<file path="config.mk">
export PLATFORM = sky130hd
export DESIGN_NAME = ffu_corner
export DESIGN_NICKNAME = d
export VERILOG_FILES = /design/src/design/ffu_pkg.sv /design/src/design/ffu_corner.sv
export SDC_FILE = /design/constraint.sdc
export NUM_CORES = 1
export LEC_CHECK = 0
export BUFFER_PORTS_ARGS = -buffer_cell sky130_fd_sc_hd__buf_2
export CAP_MARGIN = 20
export CORE_UTILIZATION = 30
export CTS_CLUSTER_DIAMETER = 200
export DETAILED_ROUTE_END_ITERATION = 10
export GPL_TIMING_DRIVEN = 0
export PLACE_DENSITY = 0.58
export SKIP_LAST_GASP = 1
export SYNTH_ARGS = -nofsm -noshare
export SYNTH_HDL_FRONTEND = slang
export SYNTH_SLANG_ARGS = --single-unit
</file>
<file path="constraint.sdc">
create_clock -name clock -period 10.1 [get_ports clock]
set_input_delay 1.01 -clock clock [delete_from_list [all_inputs] [get_ports clock]]
set_output_delay 1.01 -clock clock [all_outputs]
set_load 0.05 [all_outputs]
</file>
<file path="src/design/ffu_pkg.sv">
// Shared types, constants and helper functions for the flipbook frame UV block.
// No dependencies; every other design file takes names from here by scope.
`default_nettype none

package ffu_pkg;

   // Sheet and fixed-point limits
   localparam int MAX_FRAMES_PER_AXIS = 256;
   localparam int FRACTION_BITS       = 16;

   // Field widths fixed by the interface
   localparam int LIFE_W      = 32;
   localparam int PHASE_W     = 16;
   localparam int UV_W        = 16;
   localparam int CORNER_W    = 24;
   localparam int CSR_AXIS_W  = 9;
   localparam int CSR_DATA_W  = 16;
   localparam int CSR_INDEX_W = 3;

   // Derived internal widths
   localparam int AXIS_W   = $clog2(MAX_FRAMES_PER_AXIS + 1);  // holds 1..MAX
   localparam int CELL_W   = $clog2(MAX_FRAMES_PER_AXIS);      // holds 0..MAX-1
   localparam int TOTAL_W  = 2 * AXIS_W;                       // across * down
   localparam int T_W      = FRACTION_BITS + 1;                // Q1.FRACTION_BITS
   localparam int CPROD_W  = CELL_W + UV_W + 1;                // corner sum width

   // Pipeline depth from accepted beat to result strobe
   localparam int LATENCY = FRACTION_BITS + CELL_W + 7;

   localparam logic [LIFE_W-1:0]   LIFE_FLOOR = LIFE_W'(7);
   localparam logic [T_W-1:0]      T_ONE      = {1'b1, {FRACTION_BITS{1'b0}}};
   localparam logic [CORNER_W-1:0] CORNER_MAX = '1;

   // Register indexes of the configuration port
   localparam logic [CSR_INDEX_W-1:0] REG_MODE            = CSR_INDEX_W'(0);
   localparam logic [CSR_INDEX_W-1:0] REG_FRAMES_ACROSS   = CSR_INDEX_W'(1);
   localparam logic [CSR_INDEX_W-1:0] REG_FRAMES_DOWN     = CSR_INDEX_W'(2);
   localparam logic [CSR_INDEX_W-1:0] REG_FRAME_WIDTH_UV  = CSR_INDEX_W'(3);
   localparam logic [CSR_INDEX_W-1:0] REG_FRAME_HEIGHT_UV = CSR_INDEX_W'(4);

   typedef struct packed {
      logic [LIFE_W-1:0]  lifetime;
      logic [LIFE_W-1:0]  age;
      logic [PHASE_W-1:0] random_phase;
      logic               last_particle;
   } req_type;

   typedef struct packed {
      logic [CORNER_W-1:0] u_left;
      logic [CORNER_W-1:0] v_top;
      logic [CORNER_W-1:0] u_right;
      logic [CORNER_W-1:0] v_bottom;
      logic                last_result;
   } rsp_type;

   // Effective sheet setup, derived from the raw registers
   typedef struct packed {
      logic               mode;
      logic [AXIS_W-1:0]  across;
      logic [TOTAL_W-1:0] total;
      logic [UV_W-1:0]    frame_w;
      logic [UV_W-1:0]    frame_h;
   } cfg_type;

   // Normalized time beat, time stage to frame select
   typedef struct packed {
      logic           valid;
      logic           last;
      logic [T_W-1:0] t;
   } time_beat_type;

   // Frame cell beat, frame select to corner stage
   typedef struct packed {
      logic              valid;
      logic              last;
      logic [CELL_W-1:0] col;
      logic [CELL_W-1:0] row;
   } cell_beat_type;

   // Clamp a raw axis count to 1..MAX_FRAMES_PER_AXIS
   function automatic logic [AXIS_W-1:0] axis_count(logic [CSR_AXIS_W-1:0] v);
      logic [AXIS_W-1:0] res;
      if (v == '0) begin
         res = AXIS_W'(1);
      end else if (32'(v) > 32'(MAX_FRAMES_PER_AXIS)) begin
         res = AXIS_W'(MAX_FRAMES_PER_AXIS);
      end else begin
         res = AXIS_W'(v);
      end
      return res;
   endfunction

   // Rescale a Q0.16 phase to Q0.FRACTION_BITS, rounding down
   function automatic logic [FRACTION_BITS-1:0] phase_to_frac(logic [PHASE_W-1:0] p);
      logic [FRACTION_BITS+PHASE_W-1:0] w;
      w = {p, {FRACTION_BITS{1'b0}}};
      return w[FRACTION_BITS+PHASE_W-1:PHASE_W];
   endfunction

   // Saturate a corner value to the Q8.16 output range
   function automatic logic [CORNER_W-1:0] sat_corner(logic [CPROD_W-1:0] c);
      logic [CORNER_W-1:0] res;
      if (64'(c) > 64'(CORNER_MAX)) begin
         res = CORNER_MAX;
      end else begin
         res = CORNER_W'(c);
      end
      return res;
   endfunction

endpackage

`default_nettype wire

</file>
<file path="src/design/ffu_corner.sv">
// Corner stage: cell position times frame size, far edge, saturation to Q8.16.
// Depends on ffu_pkg for widths, the cell beat type and the result payload.
`default_nettype none

module ffu_corner (
   input  logic                        clock,
   input  logic                        reset,
   input  ffu_pkg::cell_beat_type      in_beat,
   input  logic [ffu_pkg::UV_W-1:0]    frame_w,
   input  logic [ffu_pkg::UV_W-1:0]    frame_h,
   output logic                        out_valid,
   output ffu_pkg::rsp_type            out_data
);

   localparam int CELL_W  = ffu_pkg::CELL_W;
   localparam int UV_W    = ffu_pkg::UV_W;
   localparam int CPROD_W = ffu_pkg::CPROD_W;
   localparam int MUL_W   = CELL_W + UV_W;

   logic                 mul_vld_ff;
   logic                 mul_last_ff;
   logic [MUL_W-1:0]     cu_ff;
   logic [MUL_W-1:0]     cu_in;
   logic [MUL_W-1:0]     cv_ff;
   logic [MUL_W-1:0]     cv_in;
   logic [CPROD_W-1:0]   u_far;
   logic [CPROD_W-1:0]   v_far;
   logic                 rsp_vld_ff;
   ffu_pkg::rsp_type     rsp_ff;
   ffu_pkg::rsp_type     rsp_in;

   // Near corners
   assign cu_in = MUL_W'(in_beat.col) * MUL_W'(frame_w);
   assign cv_in = MUL_W'(in_beat.row) * MUL_W'(frame_h);

   always_ff @(posedge clock) begin
      if (reset) begin
         mul_vld_ff <= 1'b0;
      end else begin
         mul_vld_ff <= in_beat.valid;
      end
   end

   always_ff @(posedge clock) begin
      mul_last_ff <= in_beat.last;
      cu_ff       <= cu_in;
      cv_ff       <= cv_in;
   end

   // Far corners are one frame size on; saturate all four
   assign u_far = CPROD_W'(cu_ff) + CPROD_W'(frame_w);
   assign v_far = CPROD_W'(cv_ff) + CPROD_W'(frame_h);

   assign rsp_in.u_left      = ffu_pkg::sat_corner(CPROD_W'(cu_ff));
   assign rsp_in.v_top       = ffu_pkg::sat_corner(CPROD_W'(cv_ff));
   assign rsp_in.u_right     = ffu_pkg::sat_corner(u_far);
   assign rsp_in.v_bottom    = ffu_pkg::sat_corner(v_far);
   assign rsp_in.last_result = mul_last_ff;

   always_ff @(posedge clock) begin
      if (reset) begin
         rsp_vld_ff <= 1'b0;
      end else begin
         rsp_vld_ff <= mul_vld_ff;
      end
   end

   always_ff @(posedge clock) begin
      rsp_ff <= rsp_in;
   end

   assign out_valid = rsp_vld_ff;
   assign out_data  = rsp_ff;

endmodule

`default_nettype wire

</file>
==> results.md <==
* Status: finished with violations
* Violated checks: design-rule violations
* Commonest non-fill, non-tap cell in the layout: and2_1
* CTS buffer count at 17
* H-tree level count at 4
* Cell Rows at 76
* Static leakage power at 7.37 nW
* Critical-path maximum fanout at 10
* Leading post-synthesis cells by cell area: fa_1 (26%), dfxtp_1 (23%), ha_1 (12%), and2_1 (11%), inv_1 (6.0%)
* Post-CTS setup repair buffer count at 0
* Synth Area in Compound Gates at 9.16%
* Multiplexer share of the synthesized area at 0.249%
* Initial antenna violation count at 0
* Main synth FF type: dfxtp_1
* GR met3 Demand/Resource at 2.70%
* Average size of a mapped cell at 9.38 µm²
* Finish-stage setup viols at 0
* Tmin final at 5.94 ns
* Final Instance Area at 15,100 µm²
* Hpwl dp at 27.4 mm
* Worst Tran Pin Value at 0.838 ns
* Max Fclk at 168 MHz
* Gpl congestion at 0.877
* Maximum buffer depth of the clock tree at 2
* Clock slew at reported path FFs at 0.07 ns
* Die Ht at 211 µm
* I/O Buffers at 149
* GRT overflow at 0
* Initial core utilization at 30.4%
* Die width at 211 µm
* Final Power at 4.76 mW
* Yosys cell types at 60
* GRT Total Usage at 15.5%
* Layout Area Growth over Synthesis at 16.0%
* Final-report hold violation count at 0
* Met1 Track Usage GR at 20.0%
* Largest family of logic cells by synthesized area: adder cells
* Period utilization at 58.8%
* Pwr per Cell Area at 314 nW/µm²
* Hold Path Class: flop to flop
* Largest net degree at the start of global routing at 19
* Share of the yosys chip area belonging to registers at 22.7%
* Final Skew at 0.0158 ns
* Unrepaired setup endpoints after global routing: no
* Critical path type: input port to flop
* Mapped Nets at 1,734
* Max Cap Viol at 0
* # DRC at 1
* Vias post-DR at 9,954
* Top Usage Layer GRT: met2
* Clk_lat worst skew at 0.42 ns
* Placed instance area at 14,500 µm²
* Cells after synthesis at 1,392
* Nets at 1,902
* Proportion of netlist area held by the largest area contributor at 26.1%
* Synthesis-stage register bit count at 148
* Hold buffer count at CTS at 0
* Post-Route Setup TNS at 0 ns
* Core Box Area at 43,000 µm²
* Slew Limit Headroom at 43.5%
* Synthesized cell area at 13,100 µm²
* Commonest non-fill, non-tap cells in the layout: and2_1 (222), inv_1 (210), fa_1 (170)
* Layout cells sized above 1 at 12.4%
* Post-route ant nets at 0
* Post-Synth XOR/XNOR Area at 4.43%
* Worst Path Required at 10.40 ns
* Fill cell count at 4,507
* Post-synth ARST share at 0%
* Post-DR wirelength/cell at 15.2 µm
* Peak VDD IR at 0.000176 V
* Drt total wl at 32.8 mm
* Post-synthesis simple-gate area fraction at 19.1%
* Clock tree root buffer cell: clkbuf_16
* Clock Sinks at 148
* Die area at 44,400 µm²
* Pre-Repair DR Iteration Count at 11
* Worst setup SP type: input port
* Endpoint class of the critical path: flop
* CTS tree: yes
* M2 GR Usage at 26.8%
* Slew Viols, Final at 0
* Via/cell ratio at 4.61
* Post-synth top area cell: fa_1
* Ys Warns at 0
* Ant. Diodes at 0
* First-pass GRT wire length at 54.2 mm
* Post-synth EDFFs at 0
* Critical path data arrival time at 6.24 ns
* Iteration-0 DRC Markers at 472
* Resized cells post-CTS at 0
* Synth Area in Adders at 37.6%
* Num ports at 150
* Vias in the first global route at 10,473
[report_power, final]
group | leakage, nW | total (mW) | switching, mW | internal (mW)
clock network | 0.291 | 0.630 | 0.295 | 0.335
logic | 5.84 | 3.09 | 1.98 | 1.10
registers | 1.25 | 1.04 | 0.158 | 0.885
[final timing paths]
path | slack, ns | start | cells after the start | to
max | 4.16 | in_beat[7] | 17 | cv_ff[23]$_DFF_P_
min | 0.35 | cv_ff[14]$_DFF_P_ | 0 | out_data[63]$_DFF_P_
max reg2reg | 6.71 | cu_ff[0]$_DFF_P_ | 10 | out_data[44]$_SDFF_PN1_
min reg2reg | 0.35 | cv_ff[14]$_DFF_P_ | 0 | out_data[63]$_DFF_P_
[layout make-up]
class	count	area, µm²	share of cell area (%)
well taps	585	732	4.83
clock buffers	17	425	2.81
multi-input cells	1010	9210	60.8
plain buffers	24	98.8	0.653
inverters	210	788	5.21
repair buffers	149	746	4.93
flip-flops and latches	148	2960	19.6
clock inverters	15	183	1.21
[routing by layer]
layer | wire length (µm) | vias up | share of wire (%)
li1 | - | 4780 | -
met1 | 14800 | 4892 | 45
met2 | 15700 | 251 | 48
met3 | 1650 | 31 | 5.0
met4 | 653 | 0 | 2.0
met5 | 0 | - | 0
[stage by stage]
stage	worst slack, ns	cells	hold slack [ns]	util (%)
2_1_floorplan	4.70	1392	0.310	-
3_3_place_gp	3.82	2126	0.342	33.8
3_5_place_dp	3.74	2126	0.342	33.8
4_1_cts	4.17	2158	0.351	35.2
5_1_grt	3.83	2158	0.358	35.2
6_report	4.16	2158	0.348	35.2
[worst max-delay path, stage by stage]
cell and delay [ns]:
buf_2 0.17, clkbuf_1 0.42, nand2_1 0.15, fa_1 0.52, fa_1 0.54, inv_1 0.06
fa_1 0.53, inv_1 0.06, fa_1 0.53, inv_1 0.04, ha_1 0.35, and3_1 0.19
a211oi_1 0.58, a21oi_1 0.24, o41ai_2 0.49, o21ai_0 0.20, xnor2_1 0.15
[sequential cells by signal (all words and copies together), names as in the netlist]
| register | count |
|---|---|
| out_valid | 1 |
| out_data | 97 |
| cu_ff | 24 |
| mul_last_ff | 1 |
| cv_ff | 24 |
| mul_vld_ff | 1 |
[cell usage after synthesis, drive strengths merged, types with 3 or more instances]
master   count
a2111oi      3
a211oi      11
a21o        18
a21oi       61
a221oi       3
a31oi        8
and2       222
and3         6
and4         3
buf          3
clkbuf      21
dfxtp      148
fa         170
ha         120
inv        210
nand2      113
nand2b      14
nand3       12
nand4        8
nor2        45
nor2b       12
nor3        13
nor3b        3
o211ai       7
o21a         7
o21ai       41
o21bai       7
o31ai        4
xnor2       42
xor2        24
[cell families (layout without fill, tap and decap cells)]
| kind of cell | after synthesis | in the layout |
|---|---|---|
| and+or+nand+nor | 462 | 462 |
| adders and majority gates | 290 | 290 |
| buffers and inverters | 234 | 415 |
| AOI/OAI and AO/OA | 189 | 189 |
| DFF | 148 | 148 |
| xor gates and xnor gates | 66 | 66 |
| muxes | 3 | 3 |
No activity file was read; power rests on OpenSTA's default activity.
