[src/design/ffu_pkg.sv]
// Shared types, constants and helper functions for the flipbook frame UV block.
// No dependencies; every other design file takes names from here by scope.
`default_nettype none

package ffu_pkg;

   // Sheet and fixed-point limits
   localparam int MAX_FRAMES_PER_AXIS = 256;
   localparam int FRACTION_BITS       = 16;

   // Field widths fixed by the interface
   localparam int LIFE_W      = 32;
   localparam int PHASE_W     = 16;
   localparam int UV_W        = 16;
   localparam int CORNER_W    = 24;
   localparam int CSR_AXIS_W  = 9;
   localparam int CSR_DATA_W  = 16;
   localparam int CSR_INDEX_W = 3;

   // Derived internal widths
   localparam int AXIS_W   = $clog2(MAX_FRAMES_PER_AXIS + 1);  // holds 1..MAX
   localparam int CELL_W   = $clog2(MAX_FRAMES_PER_AXIS);      // holds 0..MAX-1
   localparam int TOTAL_W  = 2 * AXIS_W;                       // across * down
   localparam int T_W      = FRACTION_BITS + 1;                // Q1.FRACTION_BITS
   localparam int CPROD_W  = CELL_W + UV_W + 1;                // corner sum width

   // Pipeline depth from accepted beat to result strobe
   localparam int LATENCY = FRACTION_BITS + CELL_W + 7;

   localparam logic [LIFE_W-1:0]   LIFE_FLOOR = LIFE_W'(7);
   localparam logic [T_W-1:0]      T_ONE      = {1'b1, {FRACTION_BITS{1'b0}}};
   localparam logic [CORNER_W-1:0] CORNER_MAX = '1;

   // Register indexes of the configuration port
   localparam logic [CSR_INDEX_W-1:0] REG_MODE            = CSR_INDEX_W'(0);
   localparam logic [CSR_INDEX_W-1:0] REG_FRAMES_ACROSS   = CSR_INDEX_W'(1);
   localparam logic [CSR_INDEX_W-1:0] REG_FRAMES_DOWN     = CSR_INDEX_W'(2);
   localparam logic [CSR_INDEX_W-1:0] REG_FRAME_WIDTH_UV  = CSR_INDEX_W'(3);
   localparam logic [CSR_INDEX_W-1:0] REG_FRAME_HEIGHT_UV = CSR_INDEX_W'(4);

   typedef struct packed {
      logic [LIFE_W-1:0]  lifetime;
      logic [LIFE_W-1:0]  age;
      logic [PHASE_W-1:0] random_phase;
      logic               last_particle;
   } req_type;

   typedef struct packed {
      logic [CORNER_W-1:0] u_left;
      logic [CORNER_W-1:0] v_top;
      logic [CORNER_W-1:0] u_right;
      logic [CORNER_W-1:0] v_bottom;
      logic                last_result;
   } rsp_type;

   // Effective sheet setup, derived from the raw registers
   typedef struct packed {
      logic               mode;
      logic [AXIS_W-1:0]  across;
      logic [TOTAL_W-1:0] total;
      logic [UV_W-1:0]    frame_w;
      logic [UV_W-1:0]    frame_h;
   } cfg_type;

   // Normalized time beat, time stage to frame select
   typedef struct packed {
      logic           valid;
      logic           last;
      logic [T_W-1:0] t;
   } time_beat_type;

   // Frame cell beat, frame select to corner stage
   typedef struct packed {
      logic              valid;
      logic              last;
      logic [CELL_W-1:0] col;
      logic [CELL_W-1:0] row;
   } cell_beat_type;

   // Clamp a raw axis count to 1..MAX_FRAMES_PER_AXIS
   function automatic logic [AXIS_W-1:0] axis_count(logic [CSR_AXIS_W-1:0] v);
      logic [AXIS_W-1:0] res;
      if (v == '0) begin
         res = AXIS_W'(1);
      end else if (32'(v) > 32'(MAX_FRAMES_PER_AXIS)) begin
         res = AXIS_W'(MAX_FRAMES_PER_AXIS);
      end else begin
         res = AXIS_W'(v);
      end
      return res;
   endfunction

   // Rescale a Q0.16 phase to Q0.FRACTION_BITS, rounding down
   function automatic logic [FRACTION_BITS-1:0] phase_to_frac(logic [PHASE_W-1:0] p);
      logic [FRACTION_BITS+PHASE_W-1:0] w;
      w = {p, {FRACTION_BITS{1'b0}}};
      return w[FRACTION_BITS+PHASE_W-1:PHASE_W];
   endfunction

   // Saturate a corner value to the Q8.16 output range
   function automatic logic [CORNER_W-1:0] sat_corner(logic [CPROD_W-1:0] c);
      logic [CORNER_W-1:0] res;
      if (64'(c) > 64'(CORNER_MAX)) begin
         res = CORNER_MAX;
      end else begin
         res = CORNER_W'(c);
      end
      return res;
   endfunction

endpackage

`default_nettype wire

[src/design/ffu_frame_sel.sv]
// Frame select: time times frame count, end-of-life clamp, pipelined row/column divider.
// Depends on ffu_pkg for widths and the time and cell beat types.
`default_nettype none

module ffu_frame_sel (
   input  logic                           clock,
   input  logic                           reset,
   input  ffu_pkg::time_beat_type         in_beat,
   input  logic [ffu_pkg::AXIS_W-1:0]     across,
   input  logic [ffu_pkg::TOTAL_W-1:0]    total,
   output ffu_pkg::cell_beat_type         out_beat
);

   localparam int F      = ffu_pkg::FRACTION_BITS;
   localparam int T_W    = ffu_pkg::T_W;
   localparam int TOT_W  = ffu_pkg::TOTAL_W;
   localparam int CELL_W = ffu_pkg::CELL_W;
   localparam int PROD_W = T_W + TOT_W;
   localparam int RAW_W  = PROD_W - F;
   localparam int CMP_W  = TOT_W + ffu_pkg::AXIS_W;

   logic [PROD_W-1:0] prod;
   logic              mul_vld_ff;
   logic              mul_last_ff;
   logic [RAW_W-1:0]  raw_ff;
   logic [RAW_W-1:0]  raw_in;

   // Divider pipe: entry 0 holds the clamped index, entry s one quotient bit more
   logic              vld_ff  [0:CELL_W];
   logic              vld_in  [0:CELL_W];
   logic              last_ff [0:CELL_W];
   logic              last_in [0:CELL_W];
   logic [TOT_W-1:0]  rem_ff  [0:CELL_W];
   logic [TOT_W-1:0]  rem_in  [0:CELL_W];
   logic [CELL_W-1:0] quo_ff  [0:CELL_W];
   logic [CELL_W-1:0] quo_in  [0:CELL_W];

   // Scale time by the frame count
   assign prod   = PROD_W'(in_beat.t) * PROD_W'(total);
   assign raw_in = prod[PROD_W-1:F];

   always_ff @(posedge clock) begin
      if (reset) begin
         mul_vld_ff <= 1'b0;
      end else begin
         mul_vld_ff <= in_beat.valid;
      end
   end

   always_ff @(posedge clock) begin
      mul_last_ff <= in_beat.last;
      raw_ff      <= raw_in;
   end

   // Hold the last frame at end of life
   assign vld_in[0]  = mul_vld_ff;
   assign last_in[0] = mul_last_ff;
   assign rem_in[0]  = (raw_ff >= RAW_W'(total)) ? (total - TOT_W'(1)) : TOT_W'(raw_ff);
   assign quo_in[0]  = '0;

   // Index div across: one shifted-divisor compare per stage
   for (genvar s = 1; s <= CELL_W; s++) begin : g_step
      localparam int K = CELL_W - s;
      logic [CMP_W-1:0] dsh;
      logic [CMP_W-1:0] rext;
      logic             take;

      assign dsh        = CMP_W'(across) << K;
      assign rext       = CMP_W'(rem_ff[s-1]);
      assign take       = rext >= dsh;
      assign rem_in[s]  = take ? TOT_W'(rext - dsh) : rem_ff[s-1];
      assign quo_in[s]  = CELL_W'({quo_ff[s-1], take});
      assign vld_in[s]  = vld_ff[s-1];
      assign last_in[s] = last_ff[s-1];
   end

   always_ff @(posedge clock) begin
      for (int s = 0; s <= CELL_W; s++) begin
         if (reset) begin
            vld_ff[s] <= 1'b0;
         end else begin
            vld_ff[s] <= vld_in[s];
         end
      end
   end

   always_ff @(posedge clock) begin
      for (int s = 0; s <= CELL_W; s++) begin
         last_ff[s] <= last_in[s];
         rem_ff[s]  <= rem_in[s];
         quo_ff[s]  <= quo_in[s];
      end
   end

   // Remainder is the column, quotient the row
   assign out_beat.valid = vld_ff[CELL_W];
   assign out_beat.last  = last_ff[CELL_W];
   assign out_beat.col   = rem_ff[CELL_W][CELL_W-1:0];
   assign out_beat.row   = quo_ff[CELL_W];

endmodule

`default_nettype wire

[config.mk]
export PLATFORM = sky130hd
export DESIGN_NAME = ffu_frame_sel
export DESIGN_NICKNAME = d
export VERILOG_FILES = /design/src/design/ffu_pkg.sv /design/src/design/ffu_frame_sel.sv
export SDC_FILE = /design/constraint.sdc
export NUM_CORES = 1
export LEC_CHECK = 0
export ABC_AREA = 0
export BUFFER_PORTS_ARGS = -buffer_cell sky130_fd_sc_hd__buf_2
export CAP_MARGIN = 15
export CELL_PAD_IN_SITES_DETAIL_PLACEMENT = 2
export CELL_PAD_IN_SITES_GLOBAL_PLACEMENT = 2
export CORE_MARGIN = 3
export CORE_UTILIZATION = 34
export CTS_CLUSTER_DIAMETER = 100
export DETAILED_ROUTE_END_ITERATION = 8
export PLACE_DENSITY_LB_ADDON = 0.1
export REMOVE_ABC_BUFFERS = 1
export SETUP_SLACK_MARGIN = 0.2
export SLEW_MARGIN = 5
export SYNTH_ARGS = -nofsm -noshare
export SYNTH_HDL_FRONTEND = slang
export SYNTH_SLANG_ARGS = --single-unit
[constraint.sdc]
create_clock -name clock -period 7 [get_ports clock]
set_clock_uncertainty 0.15 [all_clocks]
set_input_delay 1.4 -clock clock [delete_from_list [all_inputs] [get_ports clock]]
set_output_delay 1.4 -clock clock [all_outputs]
set_load 0.01 [all_outputs]
==> impl_results.md <==
* Gpl congestion at 0.8368
* Register area at 0.004544 sq mm
* Slowest stage cell, crit path: fa_1
* H-tree Lvls at 1
* Syn-to-layout area delta at 15.39%
* Flops & latches, synth at 227
* DRC at 0
* Top-count cell post-synth: inv_1
* Hold slack at 172.2 ps
* Synth top cells by count: inv_1 (360), nand2_1 (259), fa_1 (245)
* Unrepaired setup endpoints after global routing: yes
* Largest net degree at the start of global routing at 21
* Overall Global Routing Usage at 18.76%
* Normalized max-slew margin at 25.30%
* Drt pass-1 iters at 4
* Via density at 4.928
* Root Buffer: clkbuf_16
* Final #Nets at 2853
* Most common flop cell mapped by yosys: dfxtp_1
* Number of flops mapped to enable cells by yosys at 0
* Port bufs at 65
* Worst path max stage delay at 520 ps
* Fillers at 6429
* Final hold viol count at 0
* Largest area contributor in the netlist: fa_1
* Die Footprint at 0.06235 sq mm
* Netlist Area Pre-Place at 0.02019 sq mm
* Vias at 15.49k
* TritonCTS clock tree: built
* Diodes inserted at 0
* Final Cycle Share at 95.21%
* Top Ports at 66
* Antenna violations before repair at 2
* DRT iter0 DRCs at 571
* Post-CTS Hold Fix Bufs at 0
* Area fraction of the dominant cell type after synthesis at 24.29%
* Grt ovf at 0
* Vias in the first global route at 17.80k
* Clock Path Buffers at 3
* Setup WS pre-CTS at -445.9 ps
* Global-route wire length before repair at 95390 um
* Fmax at 150.0 MHz
* Crit path top cell by count: fa_1
* CP Max Fanout at 7
* Die Y at 249.7 um
* Worst Path Required at 7320 ps
* Worst skew pair latency at 540 ps
* Post-route setup slack at 335.5 ps
* Synth Instances at 2204
* Distinct cells, synth at 72
* Avg Inst Size Synth at 9.161 sq um
* CP Capture Type: flip-flop
* Post-DP Area at 0.02220 sq mm
* Max-Cap Viols at 0
* Die span in x at 249.7 um
* WS Path Type: primary input to flip-flop
* Num CTS Buffers at 25
* Total core area at 0.05825 sq mm
* Area of the multi-input gates at 0.01419 sq mm
* Cell area after layout at 0.02330 sq mm
* Setup TNS at 0 ps
* WL/cell at 18.64 um
* Final min period at 6664 ps
* Placement Rows at 88
* Crit-path cells: buf_2 > buf_4 > and2_1 > fa_1 > inv_1 > fa_1 > fa_1 > inv_1 > fa_1 > fa_1 > inv_1 > fa_1 > inv_1 > ha_1 > buf_4 > nand2_1 > nor2_1 > a2111oi_2 > buf_4 > a211oi_2 > buf_4 > o2111ai_4 > mux2i_1 > o311a_1
* Ys Warns at 0
* Area contributors post-synth: fa_1 (24%), dfxtp_1 (23%), ha_1 (12%), inv_1 (6.7%), nand2_1 (4.8%)
* Sequential area share after synthesis at 22.51%
* Final setup fails at 0
* Initial Utilization at 34.66%
* HPWL Detailed at 49610 um
* Startpoint types: primary input
* DRT antenna net count at 0
* Outcome: finished, final reports clean
* HP Class: flip-flop to flip-flop
* Async set or reset register ratio after synthesis at 0%
* Worst Path Arrival at 6980 ps
* Slew Viols, Final at 0
* Worst Tran Pin Value at 1120 ps
* Clock sinks at 227
* Worst-path clk slew at 60 ps
* Share of cells above drive strength 1 at 14.04%
* Routed WL at 58620 um
## final timing paths
check / from / slack, ps / to / cells past startpoint
hold reg to reg: quo_ff[0][25] / 170 / quo_ff[1][2] / 0
hold / removal: quo_ff[0][25] / 170 / quo_ff[1][2] / 0
setup reg to reg: rem_ff[0][41] / 3820 / rem_ff[0][71] / 10
setup / recovery: total[10] / 340 / raw_ff[11] / 24
## sequential cells by signal, summed over array words and instances, names as in the netlist
signal / cells
rem_ff: 152
quo_ff: 36
raw_ff: 19
last_ff: 9
vld_ff: 9
mul_last_ff: 1
mul_vld_ff: 1
## cells by family (layout without fill, tap and decap cells)
| kind of cell | count (synthesis) | after routing | share of synthesized area [%] |
|---|---|---|---|
| buffers and inverters | 438 | 613 | 8.279 |
| multiplexers | 48 | 48 | 2.603 |
| AND/OR/NAND/NOR | 653 | 653 | 16.21 |
| AO/OA/AOI/OAI | 291 | 291 | 9.326 |
| flip-flops | 227 | 227 | 22.51 |
| XOR/XNOR | 104 | 104 | 4.511 |
| adder cells (fa/ha/maj) | 443 | 443 | 36.56 |
## worst max-delay path, delay by kind of cell
kind | cells | cell delay, ps
and+or+nand+nor | 3 | 330
muxes | 1 | 210
buffers and inverters | 9 | 1040
adders and majority gates | 7 | 3210
AOI/OAI and AO/OA | 4 | 800
## routing by layer
metal / share of wire [%] / vias to the layer above / routed length (um) / track usage, %
li1: - / 7386 / - / -
met1: 43 / 7937 / 25290 / 23.09
met2: 53 / 122 / 31240 / 36.08
met3: 2.1 / 49 / 1215 / 1.105
met4: 1.5 / 0 / 875 / 3.415
met5: 0 / - / 0 / 0
## timing repair
item / CTS / global route
buffers inserted: 1 / 5
pin swaps: 0 / 15
endpoints found under the setup margin: 6 / 13
gates resized for setup: 3 / 59
## stage by stage
step / util, % / cells
finish: 40.00 / 3144
global route: 40.00 / 3144
CTS: 39.52 / 3139
detailed placement: 38.11 / 3094
global placement: 38.11 / 3094
floorplan: - / 2126
## placed cells by master (no fill, tap or decap), types with 23 or more instances in the layout
master and count:
a21o_1 33, a21oi_1 72, and2_1 135, buf_2 55, buf_4 144, clkbuf_16 25, dfxtp_1 227, fa_1 244
ha_1 192, inv_1 360, mux2_2 35, nand2_1 258, nor2_1 73, nor2b_1 31, nor3_1 29, nor4_1 23
o21ai_0 64, xnor2_1 64, xor2_1 40
## cell type report
cell class	instances	share of cell area [%]
Multi-Input combinational cell	1539	60.92
Sequential cell	227	19.51
Timing Repair Buffer	209	6.208
Inverter	360	5.800
Tap cell	765	4.108
Clock buffer	32	2.884
Clock inverter	12	0.5747
Power is not shown: default switching activity piles up to over one toggle a cycle in this logic, so the estimate is an artifact.
