==> config.mk <==
export PLATFORM = sky130hd
export DESIGN_NAME = ffu_norm_time
export DESIGN_NICKNAME = d
export VERILOG_FILES = /design/src/design/ffu_pkg.sv /design/src/design/ffu_norm_time.sv
export SDC_FILE = /design/constraint.sdc
export NUM_CORES = 2
export LEC_CHECK = 0
export ABC_AREA = 1
export BUFFER_PORTS_ARGS = -buffer_cell sky130_fd_sc_hd__buf_2
export CORE_UTILIZATION = 60
export DETAILED_ROUTE_END_ITERATION = 10
export GPL_TIMING_DRIVEN = 0
export PLACE_DENSITY = 0.76
export SKIP_LAST_GASP = 1
export SYNTH_ARGS = -nofsm -noshare
export SYNTH_HDL_FRONTEND = slang
export SYNTH_SLANG_ARGS = --single-unit
==> constraint.sdc <==
create_clock -name clock -period 3.1 [get_ports clock]
set_input_delay 0.155 -clock clock [delete_from_list [all_inputs] [get_ports clock]]
set_output_delay 0.155 -clock clock [all_outputs]
set_load 0.05 [all_outputs]
==> src/design/ffu_pkg.sv <==
// Shared types, constants and helper functions for the flipbook frame UV block.
// No dependencies; every other design file takes names from here by scope.
`default_nettype none

package ffu_pkg;

   // Sheet and fixed-point limits
   localparam int MAX_FRAMES_PER_AXIS = 256;
   localparam int FRACTION_BITS       = 16;

   // Field widths fixed by the interface
   localparam int LIFE_W      = 32;
   localparam int PHASE_W     = 16;
   localparam int UV_W        = 16;
   localparam int CORNER_W    = 24;
   localparam int CSR_AXIS_W  = 9;
   localparam int CSR_DATA_W  = 16;
   localparam int CSR_INDEX_W = 3;

   // Derived internal widths
   localparam int AXIS_W   = $clog2(MAX_FRAMES_PER_AXIS + 1);  // holds 1..MAX
   localparam int CELL_W   = $clog2(MAX_FRAMES_PER_AXIS);      // holds 0..MAX-1
   localparam int TOTAL_W  = 2 * AXIS_W;                       // across * down
   localparam int T_W      = FRACTION_BITS + 1;                // Q1.FRACTION_BITS
   localparam int CPROD_W  = CELL_W + UV_W + 1;                // corner sum width

   // Pipeline depth from accepted beat to result strobe
   localparam int LATENCY = FRACTION_BITS + CELL_W + 7;

   localparam logic [LIFE_W-1:0]   LIFE_FLOOR = LIFE_W'(7);
   localparam logic [T_W-1:0]      T_ONE      = {1'b1, {FRACTION_BITS{1'b0}}};
   localparam logic [CORNER_W-1:0] CORNER_MAX = '1;

   // Register indexes of the configuration port
   localparam logic [CSR_INDEX_W-1:0] REG_MODE            = CSR_INDEX_W'(0);
   localparam logic [CSR_INDEX_W-1:0] REG_FRAMES_ACROSS   = CSR_INDEX_W'(1);
   localparam logic [CSR_INDEX_W-1:0] REG_FRAMES_DOWN     = CSR_INDEX_W'(2);
   localparam logic [CSR_INDEX_W-1:0] REG_FRAME_WIDTH_UV  = CSR_INDEX_W'(3);
   localparam logic [CSR_INDEX_W-1:0] REG_FRAME_HEIGHT_UV = CSR_INDEX_W'(4);

   typedef struct packed {
      logic [LIFE_W-1:0]  lifetime;
      logic [LIFE_W-1:0]  age;
      logic [PHASE_W-1:0] random_phase;
      logic               last_particle;
   } req_type;

   typedef struct packed {
      logic [CORNER_W-1:0] u_left;
      logic [CORNER_W-1:0] v_top;
      logic [CORNER_W-1:0] u_right;
      logic [CORNER_W-1:0] v_bottom;
      logic                last_result;
   } rsp_type;

   // Effective sheet setup, derived from the raw registers
   typedef struct packed {
      logic               mode;
      logic [AXIS_W-1:0]  across;
      logic [TOTAL_W-1:0] total;
      logic [UV_W-1:0]    frame_w;
      logic [UV_W-1:0]    frame_h;
   } cfg_type;

   // Normalized time beat, time stage to frame select
   typedef struct packed {
      logic           valid;
      logic           last;
      logic [T_W-1:0] t;
   } time_beat_type;

   // Frame cell beat, frame select to corner stage
   typedef struct packed {
      logic              valid;
      logic              last;
      logic [CELL_W-1:0] col;
      logic [CELL_W-1:0] row;
   } cell_beat_type;

   // Clamp a raw axis count to 1..MAX_FRAMES_PER_AXIS
   function automatic logic [AXIS_W-1:0] axis_count(logic [CSR_AXIS_W-1:0] v);
      logic [AXIS_W-1:0] res;
      if (v == '0) begin
         res = AXIS_W'(1);
      end else if (32'(v) > 32'(MAX_FRAMES_PER_AXIS)) begin
         res = AXIS_W'(MAX_FRAMES_PER_AXIS);
      end else begin
         res = AXIS_W'(v);
      end
      return res;
   endfunction

   // Rescale a Q0.16 phase to Q0.FRACTION_BITS, rounding down
   function automatic logic [FRACTION_BITS-1:0] phase_to_frac(logic [PHASE_W-1:0] p);
      logic [FRACTION_BITS+PHASE_W-1:0] w;
      w = {p, {FRACTION_BITS{1'b0}}};
      return w[FRACTION_BITS+PHASE_W-1:PHASE_W];
   endfunction

   // Saturate a corner value to the Q8.16 output range
   function automatic logic [CORNER_W-1:0] sat_corner(logic [CPROD_W-1:0] c);
      logic [CORNER_W-1:0] res;
      if (64'(c) > 64'(CORNER_MAX)) begin
         res = CORNER_MAX;
      end else begin
         res = CORNER_W'(c);
      end
      return res;
   endfunction

endpackage

`default_nettype wire

==> src/design/ffu_norm_time.sv <==
// Normalized particle time: pipelined age/lifetime divider, clamp and phase wrap.
// Depends on ffu_pkg for widths, beat types and the phase rescale helper.
`default_nettype none

module ffu_norm_time (
   input  logic                   clock,
   input  logic                   reset,
   input  logic                   in_valid,
   input  ffu_pkg::req_type       in_data,
   input  logic                   mode,
   output ffu_pkg::time_beat_type out_beat
);

   localparam int F    = ffu_pkg::FRACTION_BITS;
   localparam int T_W  = ffu_pkg::T_W;
   localparam int L_W  = ffu_pkg::LIFE_W;
   localparam int R_W  = L_W + 1;
   // Stage 0 is the input register, stages 1..T_W each retire one quotient bit
   localparam int NS   = T_W;

   logic           vld_ff  [0:NS];
   logic           vld_in  [0:NS];
   logic           last_ff [0:NS];
   logic           last_in [0:NS];
   logic           sat_ff  [0:NS];
   logic           sat_in  [0:NS];
   logic [F-1:0]   ph_ff   [0:NS];
   logic [F-1:0]   ph_in   [0:NS];
   logic [R_W-1:0] rem_ff  [0:NS];
   logic [R_W-1:0] rem_in  [0:NS];
   logic [L_W-1:0] div_ff  [0:NS];
   logic [L_W-1:0] div_in  [0:NS];
   logic [T_W-1:0] quo_ff  [0:NS];
   logic [T_W-1:0] quo_in  [0:NS];

   logic [L_W-1:0] life_floor;
   logic [T_W-1:0] t_div;
   logic [T_W-1:0] t_sum;
   logic [T_W-1:0] t_in;
   logic           out_vld_ff;
   logic           out_last_ff;
   logic [T_W-1:0] out_t_ff;

   // Floor lifetime; flag quotients of 2.0 or more up front
   assign life_floor = (in_data.lifetime < ffu_pkg::LIFE_FLOOR) ?
                       ffu_pkg::LIFE_FLOOR : in_data.lifetime;
   assign vld_in[0]  = in_valid;
   assign last_in[0] = in_data.last_particle;
   assign sat_in[0]  = {1'b0, in_data.age} >= {life_floor, 1'b0};
   assign ph_in[0]   = ffu_pkg::phase_to_frac(in_data.random_phase);
   assign rem_in[0]  = {1'b0, in_data.age};
   assign div_in[0]  = life_floor;
   assign quo_in[0]  = '0;

   // One restoring step per stage, most significant quotient bit first
   for (genvar j = 1; j <= NS; j++) begin : g_step
      logic [R_W-1:0] trial;
      logic [R_W-1:0] dext;
      logic           take;

      if (j == 1) begin : g_first
         assign trial = rem_ff[j-1];
      end else begin : g_next
         assign trial = {rem_ff[j-1][R_W-2:0], 1'b0};
      end

      assign dext       = {1'b0, div_ff[j-1]};
      assign take       = trial >= dext;
      assign rem_in[j]  = take ? (trial - dext) : trial;
      assign quo_in[j]  = T_W'({quo_ff[j-1], take});
      assign div_in[j]  = div_ff[j-1];
      assign vld_in[j]  = vld_ff[j-1];
      assign last_in[j] = last_ff[j-1];
      assign sat_in[j]  = sat_ff[j-1];
      assign ph_in[j]   = ph_ff[j-1];
   end

   // Advance valid bits
   always_ff @(posedge clock) begin
      for (int s = 0; s <= NS; s++) begin
         if (reset) begin
            vld_ff[s] <= 1'b0;
         end else begin
            vld_ff[s] <= vld_in[s];
         end
      end
   end

   // Advance payload
   always_ff @(posedge clock) begin
      for (int s = 0; s <= NS; s++) begin
         last_ff[s] <= last_in[s];
         sat_ff[s]  <= sat_in[s];
         ph_ff[s]   <= ph_in[s];
         rem_ff[s]  <= rem_in[s];
         div_ff[s]  <= div_in[s];
         quo_ff[s]  <= quo_in[s];
      end
   end

   // Clamp to 1.0, then add phase and wrap below 1.0 in random mode
   assign t_div = (sat_ff[NS] || (quo_ff[NS] > ffu_pkg::T_ONE)) ?
                  ffu_pkg::T_ONE : quo_ff[NS];
   assign t_sum = t_div + {1'b0, ph_ff[NS]};

   always_comb begin
      t_in = t_div;
      if (mode) begin
         t_in = (t_sum >= ffu_pkg::T_ONE) ? (t_sum - ffu_pkg::T_ONE) : t_sum;
      end
   end

   always_ff @(posedge clock) begin
      if (reset) begin
         out_vld_ff <= 1'b0;
      end else begin
         out_vld_ff <= vld_ff[NS];
      end
   end

   always_ff @(posedge clock) begin
      out_last_ff <= last_ff[NS];
      out_t_ff    <= t_in;
   end

   assign out_beat.valid = out_vld_ff;
   assign out_beat.last  = out_last_ff;
   assign out_beat.t     = out_t_ff;

endmodule

`default_nettype wire

==> flow_summary.toml <==
[power_and_ir_drop]
internal_power_w = 0.0550
clkPwrFrac_pct = 19.7
switching_share_pct = 47.2
max-vdd-ir-drop_uv = 682
p_seq_share_pct = 28.9
p_sw_w = 0.0492
power_density_nw_per_um2 = 1100
p_leak_nw = 54.4
combPwrFrac_pct = 51.4

[global_routing]
antenna_found_initial = 25
grt_first_pass_wirelength_um = 419000
grt_max_degree = 19
grt_use_total_pct = 38.2
use_met1_pct = 48.6
gr-usage-met3_pct = 6.80
grtUsageMet2_pct = 61.6
overflow = 0
grt-busiest-layer = "met2"
grt_pass1_vias = 75050

[critical_path]
cp.required_ns = 3.77
critical-path-top-delay-family = "simple AND/OR/NAND/NOR gates"
arrival_ns = 3.65
crit_slowest_cell = "a21oi_1"
crit_type = "flop to flop"
crit_chain = "nor2_1, nand3_1, nor2_1, nand3_1, nand2_2, inv_2, buf_6, nor2_2, ha_1, a21oi_1, a21boi_2, nor2_1, nor2_1, nand3_1, nand3_1, o21ai_0"
cp_slowest_stage_delay_ns = 0.36
start_kind = "flop"
crit_fanout = 10
cp-end-kind = "flop"
critical_path_buf_inv_count = 2

[synth]
synth.area.mux_share_pct = 0
yosysTopAreaCellShare_pct = 37.9
ys_ff_latch = 1602
synth_cell_type_count = 50
synth.area.top_cells = "dfxtp_1 38%, nand2_1 21%, inv_1 11%"
ys.flop_type = "dfxtp_1"
avgSynthCellArea_um2 = 6.72
yosysTopAreaCell = "dfxtp_1"
synth_cells = 12592
synth-adder-area-share_pct = 9.11
netlist_area_um2 = 84600
synth_xor_area_share_pct = 2.38
synthArstFlopShare_pct = 0
synth-simple-area-share_pct = 35.1
synth_compound_area_share_pct = 2.74
synth_top_family_by_area = "simple AND/OR/NAND/NOR gates"
yosys_warnings = 0
seq_area_frac_synth_pct = 37.9
syn-num-nets = 13283
synth_edf_count = 0

[sta]
finalCritPeriodShare_pct = 96.1
slew_viol_final = 0
fmax_mhz = 336
finalWorstSetupSlack_ns = 0.122
relSlewSlack_pct = 59.0
setup_viol = 0
fin_crit_ns = 2.98
tightest_slew_ns = 0.609
fin_worst_skew_ns = 0.0893
hold_viol = 0

[clocking]
cts_tree = "yes"
post_cts_buffers = 0
h-tree-depth = 4
cts-buffers-inserted = 158
cts_root_buf = "clkbuf_16"
clkTransAtPathRegs_ns = 0.07
clockBufferDepth = 3
clkSinkCount = 1602
insertion_delay_ns = 0.86

[min_path]
min_path_type = "primary input to flop"

[routing]
drc = 0
routedWlPerCell_um = 18.5
totalWireLength_um = 278000
ant_nets = 0
drt_iter0_markers = 8294
drtPass1Iterations = 9
vias_per_cell = 5.28
vias = 79250

[placed_design]
dp_hpwl_um = 218000
place_worst_setup_slack_ns = -0.162
gp_congestion = 1.04
port_buffers = 102
dp.cells = 14570

[cells_and_area]
syn_to_final_growth_pct = 11.8
fillerInstances = 12025
drive_gt1_share_pct = 6.01
fin_nets = 13680
post-route-util_pct = 67.7
instances_no_fill = 15009

[floorplanning]
initial_utilization_pct = 60.6
fp.dieH_um = 378
die_area_um2 = 143000
rows = 137
core_um2 = 140000
fp.dieW_um = 378
ios = 104

[status]
outcome = "completed"

[run]
cap_violations = 0
-- per-layer routing --
layer  wire [um]  share of wire [%]
met3       23900                8.6
met4       16100                5.8
met2      123000                 44
met5          75              0.027
met1      114000                 41
-- metrics by stage --
stage                     setup TNS [ns]  power, W  area [um^2]  hold slack [ns]
after floorplan                        0    0.0659        84600            0.183
after global placement           -0.0403    0.0809        87500            0.257
after detailed placement          -0.163    0.0818        87500            0.259
after CTS                        -0.0273     0.103        94600          0.00878
after global routing              -0.173     0.111        94600           0.0309
final                                  0     0.104        94600           0.0436
-- logic make-up after synthesis --
group | count (synthesis)
buffers and inverters | 2722
AO/OA/AOI/OAI | 446
adder cells (fa/ha/maj) | 606
AND/OR/NAND/NOR | 6986
flip-flops | 1602
XOR/XNOR | 230
-- power by group through the flow --
stage	registers [W]	clock network (W)	logic, W
6_report	0.0301	0.0205	0.0536
3_5_place_dp	0.0303	0	0.0515
3_3_place_gp	0.0302	0	0.0508
2_1_floorplan	0.0284	0	0.0375
4_1_cts	0.0299	0.0207	0.0522
5_1_grt	0.0303	0.0216	0.0594
-- path summary, 6_finish.rpt --
| path | end | cells past startpoint | from | slack, ns |
|---|---|---|---|---|
| setup / recovery | out_t_ff[13] | 16 | quo_ff[17][12] | 0.12 |
| hold / removal | div_ff[0][19] | 3 | in_data[68] | 0.04 |
| setup reg to reg | out_t_ff[13] | 16 | quo_ff[17][12] | 0.12 |
| hold reg to reg | quo_ff[12][8] | 0 | quo_ff[11][7] | 0.25 |
-- repair_timing --
item / 4_1_cts / 5_1_grt
pin swaps: 0 / 2
setup endpoints to repair: 5 / 8
resized for setup: 3 / 15
hold endpoints to repair: 106 / 0
hold buffers: 135 / 0
-- placed cells by master, fill, tap and decap left out, types with 17 or more instances in the layout --
cell type | netlist | final
a21oi_1 | 362 | 362
and2_1 | 72 | 72
buf_2 | 70 | 172
buf_6 | 46 | 47
bufinv_16 | 0 | 17
clkbuf_1 | 34 | 56
clkbuf_16 | 0 | 158
clkbuf_8 | 0 | 22
dfxtp_1 | 1602 | 1601
dlygate4sd3_1 | 0 | 135
fa_1 | 17 | 17
ha_1 | 589 | 589
inv_1 | 2530 | 2529
nand2_1 | 4756 | 4755
nand2_2 | 46 | 47
nand2_4 | 17 | 17
nand3_1 | 863 | 863
nand3_2 | 106 | 106
nand3b_1 | 157 | 157
nand4_1 | 60 | 60
nor2_1 | 705 | 700
nor2_2 | 37 | 42
nor3_1 | 101 | 101
o21ai_0 | 51 | 51
o21bai_1 | 17 | 17
xnor2_1 | 21 | 21
xor2_1 | 209 | 209
-- cells in the mapped netlist, types with 34 or more instances --
cell type	instances
clkbuf_1	34
ha_1	589
and2_1	72
dfxtp_1	1602
buf_2	70
nor2_1	705
xor2_1	209
o21ai_0	51
nor3_1	101
nand3b_1	157
nand3_2	106
nand2_2	46
nand2_1	4756
nor2_2	37
a21oi_1	362
buf_6	46
nand4_1	60
nand3_1	863
inv_1	2530
-- registers in the layout (all words and copies together) (netlist names) --
name and cells:
div_ff 544, out_t_ff 17, last_ff 18, sat_ff 18, vld_ff 18, out_vld_ff 1, rem_ff 544, ph_ff 288
quo_ff 153, out_last_ff 1
-- worst min-delay path: cells and delay by family --
family	cells	cell delay (ns)
buffers and inverters	3	0.71
-- cell type report --
type | instances | area [um^2] | share of cell area [%]
timing repair buffer | 237 | 1860 | 1.97
multi-input combinational | 8268 | 41800 | 44.1
buffer | 177 | 1250 | 1.32
clock inverter | 87 | 1390 | 1.47
sequential | 1602 | 32100 | 33.9
antenna | 14 | 35.0 | 0.0370
tap | 1876 | 2350 | 2.48
inverter | 2545 | 9560 | 10.1
clock buffer | 203 | 4340 | 4.59
No activity file was read; power rests on OpenSTA's default activity.
